==> src/rtl/ps2mct_pkg.sv <==
// Shared types and constants for the PS/2 mouse cursor tracker.
`default_nettype none
package ps2mct_pkg;

  localparam int unsigned BYTE_W = 8;
  localparam int unsigned CFG_W  = 12;
  localparam int unsigned OUT_W  = 12;
  localparam int unsigned ADDR_W = 2;
  localparam int unsigned IN_TDATA_W  = 8;
  localparam int unsigned OUT_TDATA_W = 32;

  localparam int unsigned SYNC_BIT = 3;

  localparam logic [CFG_W-1:0] X_MARGIN = 12'd40;
  localparam logic [CFG_W-1:0] Y_MARGIN = 12'd100;

  localparam logic [CFG_W-1:0] WIDTH_RST  = 12'd1024;
  localparam logic [CFG_W-1:0] HEIGHT_RST = 12'd768;

  typedef enum logic [ADDR_W-1:0] {
    REG_SCREEN_WIDTH  = 2'd0,
    REG_SCREEN_HEIGHT = 2'd1,
    REG_START_X       = 2'd2,
    REG_START_Y       = 2'd3
  } cfg_reg_t;

endpackage
`default_nettype wire

==> src/rtl/ps2_mouse_cursor_tracker.sv <==
// PS/2 mouse packet assembler with clamped cursor position tracking.
//
//  channel | ports                    | word
//  --------+--------------------------+---------------------------------------
//  in      | in_tvalid/tready/tdata   | [7:0] data_byte
//  out     | out_tvalid/tready/tdata  | [0] changed, [12:1] x_pos, [24:13] y_pos
//  cfg     | cfg_we/cfg_addr/cfg_wdata| 0 width, 1 height, 2 start_x, 3 start_y
//
// One word in per cycle while in_tready is high; its result shows on out in the cycle after acceptance.
// Packet state, cursor and the result register all update at the accept edge.
// in_tready is high while the result register is empty or being drained.
// Synchronous reset loads width 1024, height 768 and a cursor of zero.
`default_nettype none
module ps2_mouse_cursor_tracker #(
  parameter int unsigned POS_BITS = 12
) (
  input  wire logic                                    clk,
  input  wire logic                                    rst_n,
  input  wire logic                                    in_tvalid,
  output logic                                         in_tready,
  input  wire logic [ps2mct_pkg::IN_TDATA_W-1:0]       in_tdata,   // [7:0] data_byte
  output logic                                         out_tvalid,
  input  wire logic                                    out_tready,
  output logic [ps2mct_pkg::OUT_TDATA_W-1:0]           out_tdata,  // changed, x_pos, y_pos
  input  wire logic                                    cfg_we,
  input  wire logic [ps2mct_pkg::ADDR_W-1:0]           cfg_addr,
  input  wire logic [ps2mct_pkg::CFG_W-1:0]            cfg_wdata
);

  localparam int unsigned SUM_W = ((POS_BITS > ps2mct_pkg::CFG_W) ?
                                   POS_BITS : ps2mct_pkg::CFG_W) + 2;
  localparam logic [SUM_W-1:0] PosMax = {{(SUM_W-POS_BITS){1'b0}}, {POS_BITS{1'b1}}};

  typedef enum logic [1:0] {
    IDX_STATUS = 2'd0,
    IDX_DX     = 2'd1,
    IDX_DY     = 2'd2
  } idx_t;

  idx_t                                idx_r, idx_nxt;
  logic [ps2mct_pkg::BYTE_W-1:0]       dx_r, dx_nxt;
  logic [POS_BITS-1:0]                 cx_r, cx_nxt;
  logic [POS_BITS-1:0]                 cy_r, cy_nxt;
  logic [ps2mct_pkg::CFG_W-1:0]        width_r, height_r;
  logic                                out_vld_r;
  logic                                chg_r, chg_nxt;
  logic [ps2mct_pkg::OUT_W-1:0]        xo_r, yo_r;
  logic [ps2mct_pkg::BYTE_W-1:0]       in_byte;
  logic [ps2mct_pkg::CFG_W-1:0]        lim_x12, lim_y12;
  logic [SUM_W-1:0]                    lim_x, lim_y;
  logic signed [SUM_W-1:0]             dx_ext, dy_ext;
  logic                                in_acc;

  function automatic logic [POS_BITS-1:0] axis_step(
    input logic [POS_BITS-1:0]    cur,
    input logic signed [SUM_W-1:0] delta,
    input logic [SUM_W-1:0]       lim
  );
    logic signed [SUM_W-1:0] sum;
    logic [POS_BITS-1:0]     res;
    sum = $signed({{(SUM_W-POS_BITS){1'b0}}, cur}) + delta;
    if (sum < 0) begin
      res = '0;
    end else if ($unsigned(sum) > lim) begin
      res = lim[POS_BITS-1:0];
    end else begin
      res = sum[POS_BITS-1:0];
    end
    return res;
  endfunction

  assign in_byte   = in_tdata[ps2mct_pkg::BYTE_W-1:0];
  assign in_tready = !out_vld_r || out_tready;
  assign in_acc    = in_tvalid && in_tready;

  always_comb begin
    lim_x12 = (width_r >= ps2mct_pkg::X_MARGIN) ? width_r - ps2mct_pkg::X_MARGIN : '0;
    lim_y12 = (height_r >= ps2mct_pkg::Y_MARGIN) ? height_r - ps2mct_pkg::Y_MARGIN : '0;
    lim_x   = SUM_W'(lim_x12);
    lim_y   = SUM_W'(lim_y12);
    if (lim_x > PosMax) begin
      lim_x = PosMax;
    end
    if (lim_y > PosMax) begin
      lim_y = PosMax;
    end
    dx_ext = $signed({{(SUM_W-ps2mct_pkg::BYTE_W){dx_r[ps2mct_pkg::BYTE_W-1]}}, dx_r});
    dy_ext = -$signed({{(SUM_W-ps2mct_pkg::BYTE_W){in_byte[ps2mct_pkg::BYTE_W-1]}},
                       in_byte});
  end

  always_comb begin
    idx_nxt = idx_r;
    dx_nxt  = dx_r;
    cx_nxt  = cx_r;
    cy_nxt  = cy_r;
    chg_nxt = 1'b0;
    case (idx_r)
      IDX_STATUS: begin
        if (in_byte[ps2mct_pkg::SYNC_BIT]) begin
          idx_nxt = IDX_DX;
        end
      end
      IDX_DX: begin
        dx_nxt  = in_byte;
        idx_nxt = IDX_DY;
      end
      IDX_DY: begin
        idx_nxt = IDX_STATUS;
        chg_nxt = (dx_r != '0) || (in_byte != '0);
        if (dx_r != '0) begin
          cx_nxt = axis_step(cx_r, dx_ext, lim_x);
        end
        if (in_byte != '0) begin
          cy_nxt = axis_step(cy_r, dy_ext, lim_y);
        end
      end
      default: begin
        idx_nxt = IDX_STATUS;
      end
    endcase
  end

  always_ff @(posedge clk) begin
    if (!rst_n) begin
      idx_r     <= IDX_STATUS;
      dx_r      <= '0;
      cx_r      <= '0;
      cy_r      <= '0;
      width_r   <= ps2mct_pkg::WIDTH_RST;
      height_r  <= ps2mct_pkg::HEIGHT_RST;
      out_vld_r <= 1'b0;
      chg_r     <= 1'b0;
      xo_r      <= '0;
      yo_r      <= '0;
    end else begin
      if (in_acc) begin
        idx_r     <= idx_nxt;
        dx_r      <= dx_nxt;
        chg_r     <= chg_nxt;
        xo_r      <= ps2mct_pkg::OUT_W'(cx_nxt);
        yo_r      <= ps2mct_pkg::OUT_W'(cy_nxt);
        out_vld_r <= 1'b1;
      end else if (out_tready) begin
        out_vld_r <= 1'b0;
      end
      if (cfg_we && (cfg_addr == ps2mct_pkg::REG_START_X)) begin
        cx_r <= POS_BITS'(cfg_wdata);
      end else if (in_acc) begin
        cx_r <= cx_nxt;
      end
      if (cfg_we && (cfg_addr == ps2mct_pkg::REG_START_Y)) begin
        cy_r <= POS_BITS'(cfg_wdata);
      end else if (in_acc) begin
        cy_r <= cy_nxt;
      end
      if (cfg_we) begin
        case (cfg_addr)
          ps2mct_pkg::REG_SCREEN_WIDTH:  width_r  <= cfg_wdata;
          ps2mct_pkg::REG_SCREEN_HEIGHT: height_r <= cfg_wdata;
          default: ;
        endcase
      end
    end
  end

  assign out_tvalid = out_vld_r;
  assign out_tdata  = {{(ps2mct_pkg::OUT_TDATA_W - 2*ps2mct_pkg::OUT_W - 1){1'b0}},
                       yo_r, xo_r, chg_r};

endmodule
`default_nettype wire

==> config.mk <==
export PLATFORM = sky130hd
export DESIGN_NAME = ps2_mouse_cursor_tracker
export DESIGN_NICKNAME = d
export VERILOG_FILES = /design/src/rtl/ps2mct_pkg.sv /design/src/rtl/ps2_mouse_cursor_tracker.sv
export SDC_FILE = /design/constraint.sdc
export NUM_CORES = 1
export LEC_CHECK = 0
export ABC_AREA = 1
export BUFFER_PORTS_ARGS = -buffer_cell sky130_fd_sc_hd__buf_2
export CELL_PAD_IN_SITES_DETAIL_PLACEMENT = 1
export CELL_PAD_IN_SITES_GLOBAL_PLACEMENT = 1
export CORE_MARGIN = 2
export CORE_UTILIZATION = 43
export CTS_CLUSTER_SIZE = 10
export DETAILED_ROUTE_END_ITERATION = 6
export GPL_TIMING_DRIVEN = 0
export PLACE_DENSITY_LB_ADDON = 0.3
export SLEW_MARGIN = 20
export SYNTH_ARGS = -nofsm -noshare
export SYNTH_HDL_FRONTEND = slang
export SYNTH_SLANG_ARGS = --single-unit
==> constraint.sdc <==
create_clock -name clk -period 3.2 [get_ports clk]
set_input_delay 0.16 -clock clk [delete_from_list [all_inputs] [get_ports clk]]
set_output_delay 0.16 -clock clk [all_outputs]
set_load 0.05 [all_outputs]
==> results.txt, run 1 <==
----------------------------------------------------
[Logic synthesis]
  Area fraction in compound gates after synthesis ... 16.1%
  Number of enable flip-flop cells after synthesis ... 0
  Post-synthesis cell count ... 1001
  Yosys warning total ... 0
  Adder-cell area share of the yosys netlist ... 10.9%
  Fraction of registers with async set/reset ... 0%
  Area fraction in and, or, nand and nor cells after synthesis ... 29.5%
  Most used flip-flop cell after synthesis ... sky130_fd_sc_hd__dfxtp_1
  Share of the synthesized netlist area taken by xor and xnor gates ... 2.71%
  Per-instance average area after synthesis ... 6.47 um^2
  Count of state elements after synthesis ... 84
  Area share of the largest cell type after synthesis ... 26.0%
  Multiplexer share of the synthesized area ... 0%
  Sequential share of the synthesized area ... 26.0%
  Most used standard cell by instance count after synthesis ... sky130_fd_sc_hd__nand2_1
  Post-synth design cell area ... 0.00647 mm^2
  Leading post-synthesis cells by cell area ... sky130_fd_sc_hd__dfxtp_1 (26%), sky130_fd_sc_hd__nand2_1 (12%), sky130_fd_sc_hd__ha_1 (10%)
  Dominant combinational cell family by area after synthesis ... simple AND/OR/NAND/NOR gates
  Most used standard cells in the synthesized netlist ... sky130_fd_sc_hd__nand2_1 (215), sky130_fd_sc_hd__inv_1 (174), sky130_fd_sc_hd__nand3_1 (99), sky130_fd_sc_hd__a21oi_1 (97), sky130_fd_sc_hd__dfxtp_1 (84)
  Biggest area consumer among synthesized cells ... sky130_fd_sc_hd__dfxtp_1
  Distinct cell type count of the synthesized netlist ... 43

[Setup path]
  Worst Path Required ... 3.47 ns
  Flop2flop setup slack ... -0.32 ns
  Cell at the slowest stage of the critical path ... sky130_fd_sc_hd__dfxtp_4
  Cell-by-cell listing of the critical path ... ha_4, inv_2, fa_2, inv_2, buf_4, a21oi_2, xnor2_2, ha_1, nand2_1, inv_1, nand3_1, inv_1, a21oi_2, nor2_1, nand3_2, nand3_4, nand2_4, buf_16, nand2_2, nand3_2, nand2_2, nand3_1, a21oi_1
  Arrival time worst endpoint ... 3.79 ns
  Sort of element at the end of the critical path ... flop
  Peak per-stage delay on the critical path ... 0.38 ns
  Critical Setup Path Class ... reg -> reg
  Category of the worst setup path launch point ... flop
  Largest fanout on the critical path ... 5

[Detailed routing]
  Drt pass-1 iters ... 5
  Vias per cell ... 6.13
  DRC ... 0
  Post-route antenna net violation count ... 0
  Routed length per instance ... 25.6 um
  First-iteration detailed-routing DRC count ... 662
  Via count ... 8122
  Total wire length ... 33900 um

[Run status]
  Failing checks ... setup timing
  Outcome ... finished with violations

[Power]
  Switching component of the power ... 1.38 mW
  Worst IR drop on VDD ... 0.000231 V
  Logic gate share of total power ... 35.7%
  Internal power ... 2.11 mW
  Share of power burned in the clock network ... 31.6%
  Share of power burned in registers ... 32.7%
  Power consumption ... 3.49 mW
  Leakage power total ... 4.18 nW
  Switching share of total power ... 39.5%
  Power per cell area ... 388 mW/mm^2

[Finish]
  P&R area growth vs syn ... 39.0%
  Total of fill cells in the finished design ... 1847
  Fraction of final layout cells sized beyond drive strength 1 ... 36.1%
  Layout net count ... 1216
  Final std cell area, no fill ... 0.00900 mm^2

[Floorplanning]
  Top-Level Pins ... 61
  Die Ht ... 127 um
  Die width ... 127 um
  CORE AREA ... 0.0146 mm^2
  Initial core utilization ... 44.2%
  Number of cell rows ... 44
  Floorplan die area ... 0.0161 mm^2

[CTS]
  Number of H-tree branching levels ... 3
  Clock tree buffer depth ... 2
  TritonCTS clock tree ... done
  Count of clock tree sinks ... 84
  Worst-skew pair later-pin latency ... 0.36 ns
  Clock-pin slew on the worst setup and hold paths ... 0.07 ns
  TritonCTS buffer count ... 9
  Root Buffer Master ... sky130_fd_sc_hd__clkbuf_16

[Timing]
  Final count of pins violating max slew ... 0
  Post-layout minimum cycle time ... 3.52 ns
  Final-report setup violation count ... 48
  Worst relative slew slack ... 33.8%
  Number of failing hold endpoints at the final stage ... 0
  Slew at the pin closest to its max-slew limit ... 0.993 ns
  Final critical-path setup slack ... -0.320 ns
  Worst clock skew ... 0.0189 ns
  Fin crit share ... 110%
  Fmax ... 284 MHz
  Setup repair after global routing missed its margin ... true

[Global routing]
  First-pass GRT wire length ... 41200 um
  Antenna violations before repair ... 1
  Global-route usage over all layers ... 32.7%
  Global route total overflow ... 0
  Via count of the first global-routing pass ... 7790
  Largest net degree at the start of global routing ... 16

[Run]
  Max-capacitance violation count ... 0

[Min path]
  Path category of the worst min-delay check ... in -> reg

[Placed design]
  Standard cell area after detailed placement ... 0.00699 mm^2
  Place WS ... -0.327 ns
  Number of port buffers ... 52
  Final weighted congestion in routability-driven placement ... 0.862
  Total half-perimeter wirelength after legalization and detailed placement ... 17600 um

----------------------------------------------------
[timing repair]
item / in CTS / in global routing
buffers inserted: 48 / 16
cloned: 2 / 0
gates resized for setup: 105 / 185
setup endpoints to repair: 48 / 48
pin swaps: 43 / 72
hold buffers: 0 / 0
[power groups by stage]
| stage | registers, mW | clock network (mW) | logic [mW] |
|---|---|---|---|
| after detailed placement | 1.15 | 0 | 0.774 |
| after global routing | 1.14 | 1.12 | 1.31 |
| after CTS | 1.13 | 1.04 | 0.931 |
| after global placement | 1.15 | 0 | 0.747 |
| after floorplan | 1.16 | 0 | 0.543 |
| final | 1.14 | 1.10 | 1.25 |
[metrics by stage]
stage,hold slack (ns),instances,util [%],setup TNS [ns]
2_1_floorplan,0.290,1007,-,0
3_3_place_gp,0.400,1243,47.7,-9.13
3_5_place_dp,0.408,1243,47.7,-11.86
4_1_cts,0.0549,1309,55.2,0
5_1_grt,0.108,1323,61.4,-14.41
6_report,0.0817,1325,61.4,-9.66
[kinds of logic after synthesis]
logic type,after synthesis
AOI/OAI and AO/OA,197
and+or+nand+nor,419
adders and majority gates,55
buffers and inverters,225
DFF,84
xor gates and xnor gates,20
other,1
[cells in the final DEF (no fill, tap or decap), types with 4 or more instances in the layout]
cell and instances:
sky130_fd_sc_hd__inv_1 164, sky130_fd_sc_hd__nand2_1 154, sky130_fd_sc_hd__buf_4 68, sky130_fd_sc_hd__nand3_1 67
sky130_fd_sc_hd__dfxtp_1 67, sky130_fd_sc_hd__a21oi_1 64, sky130_fd_sc_hd__o21ai_0 59, sky130_fd_sc_hd__buf_2 56
sky130_fd_sc_hd__nand2_2 55, sky130_fd_sc_hd__nor2_1 38, sky130_fd_sc_hd__nand3_2 34, sky130_fd_sc_hd__a21oi_2 33
sky130_fd_sc_hd__ha_1 33, sky130_fd_sc_hd__nand2_4 24, sky130_fd_sc_hd__clkbuf_1 20, sky130_fd_sc_hd__ha_4 17
sky130_fd_sc_hd__nand3_4 13, sky130_fd_sc_hd__inv_2 12, sky130_fd_sc_hd__o21ai_2 12, sky130_fd_sc_hd__dfxtp_2 11
sky130_fd_sc_hd__nand4_1 10, sky130_fd_sc_hd__buf_6 10, sky130_fd_sc_hd__xor2_1 9, sky130_fd_sc_hd__clkbuf_16 9
sky130_fd_sc_hd__conb_1 7, sky130_fd_sc_hd__nor2_2 6, sky130_fd_sc_hd__nor4_1 6, sky130_fd_sc_hd__dfxtp_4 6
sky130_fd_sc_hd__o21ai_1 5, sky130_fd_sc_hd__o21bai_1 4, sky130_fd_sc_hd__clkbuf_8 4, sky130_fd_sc_hd__xor2_2 4
sky130_fd_sc_hd__xnor2_2 4
[state kept, by name, indices dropped and copies added, names as in the netlist]
name and cells:
cx_r 12, cy_r 12, height_r 12, width_r 12, xo_r 12, yo_r 12, dx_r 8, idx_r 2
chg_r 1, out_tvalid 1
[worst paths after layout]
check	start	end	depth (start not counted)
max	dx_r[0]	cx_r[10]	23
min	cfg_wdata[10]	width_r[10]	3
max reg2reg	dx_r[0]	cx_r[10]	23
min reg2reg	xo_r[5]	xo_r[5]	2
[area by class of cell]
type	count	area, um^2	share of cell area, %
antenna	2	5.00	0.0556
buffer	48	323	3.59
clock buffer	11	253	2.81
clock inverter	5	42.5	0.473
inverter	177	664	7.38
multi-input combinational	698	4990	55.5
sequential	84	1720	19.1
tap	184	230	2.56
timing repair buffer	116	772	8.58
[layer usage]
layer / global-route usage, % / up-vias / routed length (um) / share of wire, %
li1: - / 3491 / - / -
met2: 58.6 / 448 / 16700 / 49
met1: 36.7 / 3954 / 12100 / 36
met3: 3.54 / 229 / 2110 / 6.2
met4: 21.4 / 0 / 3030 / 8.9
met5: 0 / - / 0 / 0
[worst max-delay path: cells and delay by family, from the launching register on]
family | cells | cell delay (ns)
and+or+nand+nor | 10 | 1.09
AOI/OAI and AO/OA | 3 | 0.32
adders and majority gates | 3 | 0.82
xor gates and xnor gates | 1 | 0.18
DFF | 1 | 0.38
buffers and inverters | 6 | 0.63
Power figures use the tool's default switching activity.
==> run 2, diff against run 1 <==
--- a/config.mk
+++ b/config.mk
@@ -10,7 +10,8 @@
 export CELL_PAD_IN_SITES_DETAIL_PLACEMENT = 1
 export CELL_PAD_IN_SITES_GLOBAL_PLACEMENT = 1
 export CORE_MARGIN = 2
-export CORE_UTILIZATION = 43
+export CORE_UTILIZATION = 44
+export CTS_BUF_LIST = sky130_fd_sc_hd__clkbuf_4 sky130_fd_sc_hd__clkbuf_8
 export CTS_CLUSTER_SIZE = 10
 export DETAILED_ROUTE_END_ITERATION = 6
 export GPL_TIMING_DRIVEN = 0
==> results.txt, run 2 (synthesis gave the netlist of run 1 again) <==
----------------------------------------------------
[Timing]
  Worst Hold Margin ... 0.0257 ns (was 0.0817 ns)
  Setup repair after global routing missed its margin ... true (unchanged)
  Total Negative Setup Slacks ... -10.47 ns (was -9.66 ns)
  Post-layout minimum cycle time ... 3.59 ns (was 3.52 ns)
  Final critical-path setup slack ... -0.388 ns (was -0.320 ns)
  Number of failing hold endpoints at the final stage ... 0 (unchanged)
  Final count of pins violating max slew ... 0 (unchanged)
  Fin crit share ... 112% (was 110%)
  Fmax ... 279 MHz (was 284 MHz)
  Worst clock skew ... 0.0104 ns (was 0.0189 ns)
  Slew at the pin closest to its max-slew limit ... 0.949 ns (was 0.993 ns)
  Worst relative slew slack ... 36.7% (was 33.8%)
  Final-report setup violation count ... 48 (unchanged)

[Setup path]
  Critical Setup Path Class ... reg -> reg (unchanged)
  Crit path from ... cy_r[0] (was dx_r[0])
  Worst Path Required ... 3.49 ns (was 3.47 ns)
  Largest fanout on the critical path ... 5 (unchanged)
  Sort of element at the end of the critical path ... flop (unchanged)
  RR Startpoint ... cy_r[0] (was dx_r[0])
  Category of the worst setup path launch point ... flop (unchanged)
  Arrival time worst endpoint ... 3.87 ns (was 3.79 ns)

[Global routing]
  Global-route usage over all layers ... 30.4% (was 32.7%)
  Global route total overflow ... 0 (unchanged)
  Via count of the first global-routing pass ... 7425 (was 7790)
  Antenna violations before repair ... 3 (was 1)
  First-pass GRT wire length ... 38000 um (was 41200 um)
  Largest net degree at the start of global routing ... 14 (was 16)

[CTS]
  TritonCTS buffer count ... 9 (unchanged)
  Clock-pin slew on the worst setup and hold paths ... 0.09 ns (was 0.07 ns)
  TritonCTS clock tree ... done (unchanged)
  Count of clock tree sinks ... 84 (unchanged)
  Number of H-tree branching levels ... 3 (unchanged)
  Root Buffer Master ... sky130_fd_sc_hd__clkbuf_8 (was sky130_fd_sc_hd__clkbuf_16)
  Clock tree buffer depth ... 2 (unchanged)
  Worst-skew pair later-pin latency ... 0.38 ns (was 0.36 ns)

[Finish]
  Fraction of final layout cells sized beyond drive strength 1 ... 34.7% (was 36.1%)
  P&R area growth vs syn ... 36.1% (was 39.0%)
  Commonest non-fill, non-tap cells in the layout ... sky130_fd_sc_hd__inv_1 (166), sky130_fd_sc_hd__nand2_1 (157), sky130_fd_sc_hd__dfxtp_1 (71), sky130_fd_sc_hd__a21oi_1 (63), sky130_fd_sc_hd__o21ai_0 (58) (was sky130_fd_sc_hd__inv_1 (164), sky130_fd_sc_hd__nand2_1 (154), sky130_fd_sc_hd__buf_4 (68), sky130_fd_sc_hd__nand3_1 (67), sky130_fd_sc_hd__dfxtp_1 (67))
  Leading cell type in the layout, fill and taps excluded ... sky130_fd_sc_hd__inv_1 (unchanged)
  Total of fill cells in the finished design ... 1840 (was 1847)
  Layout net count ... 1199 (was 1216)
  Final cell utilization of the core ... 60.9% (was 61.4%)

[Detailed routing]
  DRC ... 21 (was 0)
  Vias per cell ... 6.16 (was 6.13)
  Drt pass-1 iters ... 7 (was 5)
  First-iteration detailed-routing DRC count ... 673 (was 662)
  Post-route antenna net violation count ... 0 (unchanged)
  Routed length per instance ... 24.9 um (was 25.6 um)
  Total wire length ... 32600 um (was 33900 um)
  Via count ... 8063 (was 8122)

[Floorplanning]
  CORE AREA ... 0.0145 mm^2 (was 0.0146 mm^2)
  Top-Level Pins ... 61 (unchanged)
  Number of cell rows ... 44 (unchanged)
  Die width ... 125 um (was 127 um)
  Die Ht ... 125 um (was 127 um)
  Floorplan die area ... 0.0157 mm^2 (was 0.0161 mm^2)
  Initial core utilization ... 44.7% (was 44.2%)

[Power]
  Power per cell area ... 354 mW/mm^2 (was 388 mW/mm^2)
  Leakage power total ... 4.09 nW (was 4.18 nW)
  Worst IR drop on VDD ... 0.000202 V (was 0.000231 V)

[Run status]
  Outcome ... finished with violations (unchanged)
  Failing checks ... DRC, setup timing (was setup timing)

[Placed design]
  Number of port buffers ... 52 (unchanged)
  Total half-perimeter wirelength after legalization and detailed placement ... 17500 um (was 17600 um)
  Final weighted congestion in routability-driven placement ... 0.882 (was 0.862)
  Place WS ... -0.324 ns (was -0.327 ns)

[Run]
  Max-capacitance violation count ... 0 (unchanged)

[Min path]
  Hold wc startpoint ... cfg_wdata[9] (was cfg_wdata[10])
  Path category of the worst min-delay check ... in -> reg (unchanged)

----------------------------------------------------
==> run 2: report_power, final <==
| group | switching (mW) | internal (mW) |
|---|---|---|
| combinational | 0.786 | 0.436 |
| clock | 0.427 | 0.330 |
| sequential | 0.0517 | 1.09 |
| total | 1.26 | 1.85 |
==> run 2: layout make-up <==
cell class | instances | area (um^2) | share of cell area, %
antenna | 3 | 7.51 | 0.0852
buffer | 48 | 323 | 3.66
clock buffer | 12 | 159 | 1.80
clock inverter | 3 | 22.5 | 0.256
inverter | 177 | 664 | 7.54
multi-input combinational | 698 | 5030 | 57.1
sequential | 84 | 1710 | 19.4
tap | 184 | 230 | 2.61
timing repair buffer | 99 | 667 | 7.57
==> run 2: path summary, 6_finish.rpt <==
check / to / slack [ns] / cells past startpoint
setup reg to reg: cy_r[6] / -0.39 / 22
hold / removal: height_r[9] / 0.03 / 3
hold reg to reg: xo_r[6] / 0.47 / 2
setup / recovery: cy_r[6] / -0.39 / 22
==> run 2: per-stage QoR <==
step	power, mW	instance area, um^2	std cells
6_report	3.12	8810	1308
5_1_grt	3.22	8810	1306
4_1_cts	2.75	7680	1286
3_5_place_dp	1.93	6990	1243
3_3_place_gp	1.89	6990	1243
2_1_floorplan	1.71	6500	1007
==> run 2: worst max-delay path, cell delays in order, from the launching register on <==
cell,delay [ns]
sky130_fd_sc_hd__dfxtp_2,0.35
sky130_fd_sc_hd__inv_2,0.09
sky130_fd_sc_hd__ha_4,0.14
sky130_fd_sc_hd__inv_2,0.07
sky130_fd_sc_hd__fa_2,0.41
sky130_fd_sc_hd__nand3_2,0.11
sky130_fd_sc_hd__nand2_4,0.09
sky130_fd_sc_hd__buf_4,0.16
sky130_fd_sc_hd__xor2_2,0.17
sky130_fd_sc_hd__ha_1,0.32
sky130_fd_sc_hd__nand2_2,0.10
sky130_fd_sc_hd__nor2_1,0.13
sky130_fd_sc_hd__a21oi_1,0.10
sky130_fd_sc_hd__nor2_1,0.14
sky130_fd_sc_hd__nand4_1,0.17
sky130_fd_sc_hd__nand3_4,0.17
sky130_fd_sc_hd__nand2_8,0.08
sky130_fd_sc_hd__buf_6,0.15
sky130_fd_sc_hd__nand2_1,0.08
sky130_fd_sc_hd__nand3_2,0.10
sky130_fd_sc_hd__nand2_2,0.10
sky130_fd_sc_hd__nand2_1,0.06
sky130_fd_sc_hd__a21oi_1,0.19
==> run 2: metal layers <==
layer  wire, um  vias to the layer above  track usage, %  share of wire, %
met2      15900                      492            55.1                49
met5          0                        -               0                 0
li1           -                     3463               -                 -
met4       3070                        0            18.5               9.4
met1      11300                     3868            34.0                35
met3       2220                      240            3.59               6.8
==> run 2: repair_timing <==
item	CTS	global route
endpoints found under the setup margin	48	48
gates cloned	2	3
hold buffers	0	0
pin swaps	27	83
buffers inserted	26	16
resized for setup	83	218
==> run 3, diff against run 2 <==
--- a/config.mk
+++ b/config.mk
@@ -5,12 +5,11 @@
 export SDC_FILE = /design/constraint.sdc
 export NUM_CORES = 1
 export LEC_CHECK = 0
-export ABC_AREA = 1
 export BUFFER_PORTS_ARGS = -buffer_cell sky130_fd_sc_hd__buf_2
 export CELL_PAD_IN_SITES_DETAIL_PLACEMENT = 1
 export CELL_PAD_IN_SITES_GLOBAL_PLACEMENT = 1
-export CORE_MARGIN = 2
-export CORE_UTILIZATION = 44
+export CORE_MARGIN = 1.5
+export CORE_UTILIZATION = 46
 export CTS_BUF_LIST = sky130_fd_sc_hd__clkbuf_4 sky130_fd_sc_hd__clkbuf_8
 export CTS_CLUSTER_SIZE = 10
 export DETAILED_ROUTE_END_ITERATION = 6
==> results.txt, run 3 <==
----------------------------------------------------
[CTS]
  Count of clock tree sinks ... 84 (unchanged)
  Clock-pin slew on the worst setup and hold paths ... 0.09 ns (about the same)
  TritonCTS buffer count ... 9 (unchanged)
  Number of H-tree branching levels ... 3 (unchanged)
  Root Buffer Master ... sky130_fd_sc_hd__clkbuf_8 (unchanged)
  TritonCTS clock tree ... done (unchanged)
  Clock tree buffer depth ... 2 (unchanged)
  Worst-skew pair later-pin latency ... 0.39 ns (was 0.38 ns)

[Power]
  Power per cell area ... 372 mW/mm^2 (was 354 mW/mm^2)
  Worst IR drop on VDD ... 0.000256 V (was 0.000202 V)
  Leakage power total ... 3.33 nW (was 4.09 nW)

[Floorplanning]
  Floorplan die area ... 0.0143 mm^2 (was 0.0157 mm^2)
  Initial core utilization ... 47.1% (was 44.7%)
  Die width ... 120 um (was 125 um)
  CORE AREA ... 0.0132 mm^2 (was 0.0145 mm^2)
  Die Ht ... 120 um (was 125 um)
  Number of cell rows ... 42 (was 44)
  Top-Level Pins ... 61 (unchanged)

[Finish]
  Total of fill cells in the finished design ... 1648 (was 1840)
  Final std cell area, no fill ... 0.00793 mm^2 (was 0.00881 mm^2)
  Cell Count, Final, Fillers Out ... 1100 (was 1308)
  Fraction of final layout cells sized beyond drive strength 1 ... 26.1% (was 34.7%)
  Leading cell type in the layout, fill and taps excluded ... sky130_fd_sc_hd__nand2_1 (was sky130_fd_sc_hd__inv_1)
  Number of diodes ... 0 (was 3)
  Commonest non-fill, non-tap cells in the layout ... sky130_fd_sc_hd__nand2_1 (118), sky130_fd_sc_hd__dfxtp_1 (71), sky130_fd_sc_hd__a21oi_1 (58), sky130_fd_sc_hd__buf_2 (53), sky130_fd_sc_hd__buf_4 (46) (was sky130_fd_sc_hd__inv_1 (166), sky130_fd_sc_hd__nand2_1 (157), sky130_fd_sc_hd__dfxtp_1 (71), sky130_fd_sc_hd__a21oi_1 (63), sky130_fd_sc_hd__o21ai_0 (58))
  Layout net count ... 1001 (was 1199)
  P&R area growth vs syn ... 27.1% (was 36.1%)

[Timing]
  Fmax ... 243 MHz (was 279 MHz)
  Final-report setup violation count ... 48 (unchanged)
  Slew at the pin closest to its max-slew limit ... 0.829 ns (was 0.949 ns)
  Setup repair after global routing missed its margin ... true (unchanged)
  Number of failing hold endpoints at the final stage ... 0 (unchanged)
  Post-layout minimum cycle time ... 4.11 ns (was 3.59 ns)
  Worst Hold Margin ... 0.0439 ns (was 0.0257 ns)
  Worst relative slew slack ... 43.3% (was 36.7%)
  Fin crit share ... 129% (was 112%)
  Final critical-path setup slack ... -0.914 ns (was -0.388 ns)
  Final count of pins violating max slew ... 0 (unchanged)
  Worst clock skew ... 0.0138 ns (was 0.0104 ns)

[Run status]
  Outcome ... finished with violations (unchanged)
  Failing checks ... setup timing (was DRC, setup timing)

[Min path]
  Path category of the worst min-delay check ... in -> reg (unchanged)

[Logic synthesis]
  Per-instance average area after synthesis ... 7.72 um^2 (was 6.47 um^2)
  Fraction of registers with async set/reset ... 0% (unchanged)
  Area share of the largest cell type after synthesis ... 26.9% (was 26.0%)
  Leading post-synthesis cells by cell area ... sky130_fd_sc_hd__dfxtp_1 (27%), sky130_fd_sc_hd__ha_1 (11%), sky130_fd_sc_hd__nand2_1 (7.2%) (was sky130_fd_sc_hd__dfxtp_1 (26%), sky130_fd_sc_hd__nand2_1 (12%), sky130_fd_sc_hd__ha_1 (10%))
  Biggest area consumer among synthesized cells ... sky130_fd_sc_hd__dfxtp_1 (unchanged)
  Yosys warning total ... 0 (unchanged)
  Distinct cell type count of the synthesized netlist ... 68 (was 43)
  Post-synthesis cell count ... 809 (was 1001)
  Most used flip-flop cell after synthesis ... sky130_fd_sc_hd__dfxtp_1 (unchanged)
  Sequential share of the synthesized area ... 26.9% (was 26.0%)
  Count of state elements after synthesis ... 84 (unchanged)
  Most used standard cell by instance count after synthesis ... sky130_fd_sc_hd__nand2_1 (unchanged)
  Post-synth design cell area ... 0.00624 mm^2 (was 0.00647 mm^2)
  Most used standard cells in the synthesized netlist ... sky130_fd_sc_hd__nand2_1 (119), sky130_fd_sc_hd__dfxtp_1 (84), sky130_fd_sc_hd__a21oi_1 (67), sky130_fd_sc_hd__ha_1 (53), sky130_fd_sc_hd__inv_1 (47) (was sky130_fd_sc_hd__nand2_1 (215), sky130_fd_sc_hd__inv_1 (174), sky130_fd_sc_hd__nand3_1 (99), sky130_fd_sc_hd__a21oi_1 (97), sky130_fd_sc_hd__dfxtp_1 (84))
  Number of enable flip-flop cells after synthesis ... 0 (unchanged)

[Detailed routing]
  DRC ... 0 (was 21)
  Routed length per instance ... 23.6 um (was 24.9 um)
  First-iteration detailed-routing DRC count ... 671 (was 673)
  Total wire length ... 25900 um (was 32600 um)
  Post-route antenna net violation count ... 0 (unchanged)
  Via count ... 6949 (was 8063)
  Drt pass-1 iters ... 7 (unchanged)
  Vias per cell ... 6.32 (was 6.16)

[Setup path]
  Category of the worst setup path launch point ... flop (unchanged)
  Worst Path Required ... 3.48 ns (was 3.49 ns)
  Largest fanout on the critical path ... 4 (was 5)
  Critical Setup Path Class ... reg -> reg (unchanged)
  Sort of element at the end of the critical path ... flop (unchanged)
  Arrival time worst endpoint ... 4.40 ns (was 3.87 ns)

[Placed design]
  Number of cells in the design after placement ... 1043 (was 1243)
  Number of port buffers ... 52 (unchanged)
  Final weighted congestion in routability-driven placement ... 0.934 (was 0.882)
  Total half-perimeter wirelength after legalization and detailed placement ... 18100 um (was 17500 um)
  Standard cell area after detailed placement ... 0.00689 mm^2 (was 0.00699 mm^2)

[Global routing]
  Antenna violations before repair ... 0 (was 3)
  Via count of the first global-routing pass ... 7147 (was 7425)
  Largest net degree at the start of global routing ... 16 (was 14)
  Global-route usage over all layers ... 34.7% (was 30.4%)
  First-pass GRT wire length ... 38300 um (was 38000 um)
  Global route total overflow ... 0 (unchanged)

[Run]
  Max-capacitance violation count ... 0 (unchanged)

----------------------------------------------------
## run 3: final cells by class
class,instances,area (um^2),area share [%]
repair buffers,93,583,7.35
clock buffers,10,138,1.73
inverters,47,176,2.22
multi-input cells,635,4770,60.1
flip-flops and latches,84,1710,21.5
well taps,176,220,2.78
plain buffers,49,267,3.36
clock inverters,6,70.1,0.883
## run 3: cells by family (layout without fill, tap and decap cells)
kind of cell	count (synthesis)	in the layout	synth area share, %
AND/OR/NAND/NOR	279	279	21.4
AO/OA/AOI/OAI	241	241	25.7
buffers and inverters	96	205	6.55
flip-flops	84	84	26.9
adder cells (fa/ha/maj)	55	55	11.3
multiplexers	29	29	4.75
XOR/XNOR	24	24	3.37
other	1	7	0.0601
## run 3: what timing repair did
action / CTS / global route
endpoints found under the setup margin: 48 / 48
pin swaps: 37 / 17
hold endpoints to repair: 0 / 0
cloned: 1 / 0
setup buffers: 34 / 7
hold buffers: 0 / 0
resized for setup: 65 / 44
## run 3: worst max-delay path: stages (launching register included)
cell	delay (ns)
sky130_fd_sc_hd__dfxtp_1	0.42
sky130_fd_sc_hd__ha_1	0.26
sky130_fd_sc_hd__a21o_1	0.18
sky130_fd_sc_hd__nand4_1	0.11
sky130_fd_sc_hd__nand2_1	0.09
sky130_fd_sc_hd__and3_1	0.23
sky130_fd_sc_hd__nor2_2	0.17
sky130_fd_sc_hd__xnor2_2	0.19
sky130_fd_sc_hd__ha_1	0.33
sky130_fd_sc_hd__a21o_1	0.20
sky130_fd_sc_hd__a21o_1	0.15
sky130_fd_sc_hd__a221o_1	0.34
sky130_fd_sc_hd__o21ai_2	0.15
sky130_fd_sc_hd__o211ai_1	0.16
sky130_fd_sc_hd__o22ai_4	0.31
sky130_fd_sc_hd__buf_6	0.15
sky130_fd_sc_hd__mux2_4	0.30
sky130_fd_sc_hd__a41o_1	0.26
## run 3: stage by stage
step	utilization [%]	setup TNS (ns)	setup WS, ns	total power, mW
after detailed placement	52.1	-40.17	-1.10	1.91
final	59.9	-33.54	-0.914	2.95
after CTS	58.1	-29.11	-0.780	2.84
after global placement	52.1	-33.15	-0.987	1.87
after floorplan	-	-10.85	-0.461	1.69
after global routing	59.9	-38.47	-1.03	3.05
## run 3: final timing paths
kind | startpoint | to | slack (ns) | cells after the start
hold reg to reg | width_r[2] | width_r[2] | 0.48 | 2
hold / removal | in_tdata[6] | dx_r[6] | 0.04 | 3
setup / recovery | dx_r[1] | xo_r[2] | -0.91 | 17
setup reg to reg | dx_r[1] | xo_r[2] | -0.91 | 17
## run 3: power by group
group	switching (mW)	internal (mW)	total (mW)
Combinational	0.597	0.385	0.981
Clock	0.442	0.389	0.831
Sequential	0.0503	1.09	1.14
## run 3: per-layer routing
layer	wire length [um]	vias up	track usage, %
li1	-	3131	-
met1	10300	3410	40.6
met2	12800	303	61.2
met3	1550	105	5.99
met4	1300	0	17.4
met5	0	-	0
